File: src/rtl/core/tdpt_pkg.sv
`timescale 1ns / 1ps
`default_nettype none

package tdpt_pkg;

	localparam int NUMBER_WIDTH = 31;
	localparam int CNT_W = $clog2(NUMBER_WIDTH + 1);

	localparam logic [NUMBER_WIDTH:0] SMALL_LIMIT = (NUMBER_WIDTH + 1)'(4);
	localparam logic [NUMBER_WIDTH:0] TWO_WIDE = (NUMBER_WIDTH + 1)'(2);
	localparam logic [NUMBER_WIDTH-1:0] FIRST_DIVISOR = NUMBER_WIDTH'(3);
	localparam logic [NUMBER_WIDTH-1:0] DIVISOR_STEP = NUMBER_WIDTH'(2);

	typedef enum logic [1:0] {
		ST_IDLE,
		ST_START,
		ST_WAIT,
		ST_FINISH
	} state_t;

	typedef struct packed {
		logic done;
		logic rem_zero;
	} div_stat_t;

endpackage

`default_nettype wire

File: src/rtl/core/tdpt_div.sv
`timescale 1ns / 1ps
`default_nettype none

// Restoring divider, one quotient bit per cycle. Dividend bits leave the top
// of the shift register while quotient bits enter at the bottom.
module tdpt_div (
	input  wire logic                              clk,
	input  wire logic                              arst_n,
	input  wire logic                              start,
	input  wire logic [tdpt_pkg::NUMBER_WIDTH-1:0] dividend,
	input  wire logic [tdpt_pkg::NUMBER_WIDTH-1:0] divisor,
	output logic      [tdpt_pkg::NUMBER_WIDTH-1:0] quotient,
	output tdpt_pkg::div_stat_t                    stat
);
	import tdpt_pkg::*;

	logic [NUMBER_WIDTH-1:0] shift_q;
	logic [NUMBER_WIDTH-1:0] rem_q;
	logic [CNT_W-1:0]        count_q;
	logic                    busy_q;
	logic                    done_q;
	logic [NUMBER_WIDTH:0]   trial;
	logic [NUMBER_WIDTH:0]   diff;
	logic                    qbit;

	assign trial = {rem_q, shift_q[NUMBER_WIDTH-1]};
	assign diff  = trial - {1'b0, divisor};
	assign qbit  = (trial >= {1'b0, divisor});

	always_ff @(posedge clk or negedge arst_n) begin
		if (!arst_n) begin
			busy_q  <= 1'b0;
			done_q  <= 1'b0;
			count_q <= '0;
		end else begin
			done_q <= 1'b0;
			if (start) begin
				busy_q  <= 1'b1;
				count_q <= CNT_W'(NUMBER_WIDTH);
			end else if (busy_q) begin
				count_q <= count_q - CNT_W'(1);
				if (count_q == CNT_W'(1)) begin
					busy_q <= 1'b0;
					done_q <= 1'b1;
				end
			end
		end
	end

	always_ff @(posedge clk) begin
		if (start) begin
			shift_q <= dividend;
			rem_q   <= '0;
		end else if (busy_q) begin
			shift_q <= {shift_q[NUMBER_WIDTH-2:0], qbit};
			// remainder stays below the divisor, so the top bit drops safely
			rem_q   <= qbit ? diff[NUMBER_WIDTH-1:0] : trial[NUMBER_WIDTH-1:0];
		end
	end

	assign quotient      = shift_q;
	assign stat.done     = done_q;
	assign stat.rem_zero = (rem_q == '0);

endmodule

`default_nettype wire

File: config.mk
export PLATFORM = sky130hd
export DESIGN_NAME = tdpt_div
export DESIGN_NICKNAME = d
export VERILOG_FILES = /design/src/rtl/core/tdpt_pkg.sv /design/src/rtl/core/tdpt_div.sv
export SDC_FILE = /design/constraint.sdc
export NUM_CORES = 1
export LEC_CHECK = 0
export BUFFER_PORTS_ARGS = -buffer_cell sky130_fd_sc_hd__buf_4
export CAP_MARGIN = 10
export CORE_MARGIN = 1
export CORE_UTILIZATION = 50
export CTS_CLUSTER_SIZE = 10
export DETAILED_ROUTE_END_ITERATION = 10
export GPL_TIMING_DRIVEN = 0
export PLACE_DENSITY = 0.71
export SYNTH_ARGS = -nofsm -noshare
export SYNTH_HDL_FRONTEND = slang
export SYNTH_SLANG_ARGS = --single-unit
File: constraint.sdc
create_clock -name clk -period 3 [get_ports clk]
set_clock_uncertainty 0.1 [all_clocks]
set_input_delay 0 -clock clk [delete_from_list [all_inputs] [get_ports clk]]
set_output_delay 0 -clock clk [all_outputs]
set_load 0.05 [all_outputs]
==> flow_summary.json <==
{
  "status": "completed",
  "dr.pass1.iters": 5,
  "path_max_fanout": 4,
  "port_buffers": 96,
  "cp-start-kind": "flip-flop",
  "dp.final_hpwl_um": 10100,
  "via_per_inst": 5.66,
  "grt_max_degree": 32,
  "placed_cell_area_sq_um": 5890,
  "syn_to_final_growth_pct": 32.0,
  "fin_crit_sh_pct": 98.0,
  "drc": 0,
  "critPathArrivalTime_ns": 3.06,
  "relSlewSlack_pct": 56.9,
  "maxSlewViolCount": 0,
  "gp_congestion": 0.891,
  "antenna_cells": 0,
  "wl_per_cell_um": 17.1,
  "power.density_nw_per_um2": 365,
  "yosys_most_used_dff": "edfxtp_1",
  "dieArea_sq_um": 10400,
  "drt_wl_total_um": 14300,
  "grt_pass1_vias": 4532,
  "fillCellCount": 809,
  "rsz0062_at_grt": "yes",
  "final_cell_mix": "buf_4 (105), nand2_1 (51), inv_1 (42)",
  "row_count": 36,
  "synth_edf_count": 31,
  "core_area_sq_um": 9730,
  "cts-root-buf": "clkbuf_8",
  "hold_path_class": "primary input to flip-flop",
  "crit_type": "flip-flop to flip-flop",
  "cts_tree": "yes",
  "die_w_um": 102,
  "vias": 4724,
  "tns_ns": 0,
  "grt_pass1_wl_um": 21900,
  "crit_path_end_kind": "flip-flop",
  "ys.warnings.count": 0,
  "insertion_delay_ns": 0.35,
  "cp.required_ns": 3.12,
  "clock.fmax_mhz": 340,
  "initial_core_util_pct": 51.4,
  "clock_tree.htree_level_count": 3,
  "drive_gt1_share_pct": 29.5,
  "p_leak_nw": 2.85,
  "peakVddDrop_mv": 0.246,
  "clock_sinks": 69,
  "syn_nets": 649,
  "fin_area_sq_um": 6600,
  "cts_buffers": 9,
  "drv_cap": 0,
  "grt_antenna_before_repair": 0,
  "io_pins": 98,
  "crit_slowest_cell": "edfxtp_1",
  "crit_family": "compound AO/OA/AOI/OAI gates",
  "layout_commonest_cell": "buf_4",
  "finalNetCount": 796,
  "cts_buffer_depth": 2,
  "drtAntennaViolNets": 0,
  "synth.distinct_cells": 67,
  "slowest_delay_ns": 0.46,
  "tightest_slew_ns": 0.646,
  "period_needed_ns": 2.94,
  "crit_buf_inv": 1,
  "ys_seq_elements": 69,
  "grt_overflow": 0,
  "avgSynthCellArea_sq_um": 9.10,
  "crit_chain": "inv_2 > ha_4 > fa_2 > nor2b_4 > o2111a_2 > o2111a_1 > nor3_4 > a21boi_4 > a211oi_4 > o31ai_2 > xnor2_1 > o21ai_0",
  "first_iter_violations": 215,
  "hold_viol": 0,
  "path_clk_slew_ns": 0.08,
  "die_h_um": 102,
  "synth_area_sq_um": 5000,
  "synthesis.instances": 550,
  "grt_use_total_pct": 27.0,
  "ys_seq_area_share_pct": 34.5,
  "async_flop_share_pct": 10.1,
  "setup_viol": 0
}
power by group:
part           switching, W  internal, W  leakage (nW)  total, W
combinational      0.000363     0.000266          2.11  0.000630
sequential        0.0000368      0.00104         0.653   0.00108
clock              0.000357     0.000347        0.0913  0.000704
sequential cells by signal (all words and copies together) (netlist names):
signal and cells:
busy_q 1, count_q 5, done_q 1, rem_q 31, quotient 31
per-stage QoR:
| stage | total power [W] | utilization, % | std cells | setup WS, ns | hold WS (ns) |
|---|---|---|---|---|---|
| floorplan | 0.00146 | - | 550 | 0.0459 | -0.396 |
| global placement | 0.00165 | 60.6 | 779 | -0.130 | -0.285 |
| detailed placement | 0.00166 | 60.6 | 779 | -0.262 | -0.282 |
| CTS | 0.00238 | 66.1 | 829 | 0.0190 | 0.0474 |
| global route | 0.00250 | 67.9 | 835 | -0.0768 | 0.0217 |
| finish | 0.00241 | 67.9 | 835 | 0.0585 | 0.0269 |
tightest hold or removal path, delay by kind of cell:
family | cells | cell delay, ns
adder cells (fa/ha/maj) | 1 | 0.12
AND/OR/NAND/NOR | 1 | 0.11
buffers and inverters | 1 | 0.09
AO/OA/AOI/OAI | 1 | 0.09
area by class of cell:
cell class | count | area [sq um] | area share, %
Inverter | 44 | 165 | 2.50
Tap cell | 133 | 166 | 2.52
Multi-Input combinational cell | 405 | 3070 | 46.4
Buffer | 31 | 163 | 2.46
Clock buffer | 12 | 156 | 2.37
Timing Repair Buffer | 137 | 1130 | 17.1
Clock inverter | 4 | 22.5 | 0.341
Sequential cell | 69 | 1730 | 26.3
path summary, 6_finish.rpt:
kind	from	to	slack, ns	depth (start not counted)
hold / removal	divisor[0]	rem_q[0]	0.03	4
min in group asynchronous	arst_n	count_q[1]	0.56	3
setup / recovery	quotient[30]	rem_q[30]	0.06	12
setup reg to reg	quotient[30]	rem_q[30]	0.06	12
max in group asynchronous	arst_n	count_q[3]	1.98	3
hold reg to reg	rem_q[2]	rem_q[2]	0.40	2
cell usage after synthesis, types with 10 or more instances:
cell type,instances,share of area [%]
nand2_1,51,3.8
a21oi_1,35,3.5
edfxtp_1,31,19
xnor2_1,20,3.5
inv_1,43,3.2
a21o_1,13,2.0
nor2_1,38,2.9
dfxtp_1,31,12
mux2_2,31,7.0
ha_1,33,8.3
o21ai_0,21,2.1
clkbuf_1,18,1.4
nor3_1,15,1.5
nand4_1,10,1.3
kinds of logic (layout without fill, tap and decap cells):
family	count (synthesis)	after routing	share of synthesized area, %
XOR/XNOR	28	28	4.90
multiplexers	36	36	8.00
buffers and inverters	76	228	6.63
AO/OA/AOI/OAI	151	151	22.5
AND/OR/NAND/NOR	156	156	14.8
flip-flops	69	69	34.5
adder cells (fa/ha/maj)	34	34	8.65
metal layers:
metal / part of all wire (%) / vias to the layer above / track usage [%]
li1: - / 2294 / -
met1: 43 / 2245 / 35.4
met2: 50 / 157 / 46.6
met3: 4.9 / 28 / 3.21
met4: 1.9 / 0 / 8.46
met5: 0 / - / 0
timing repair:
action	CTS	global route
hold buffers	33	0
pin swaps	2	13
setup buffers	1	6
hold endpoints to repair	38	0
gates resized for setup	6	26
endpoints found under the setup margin	7	25
No activity file was read; power rests on OpenSTA's default activity.
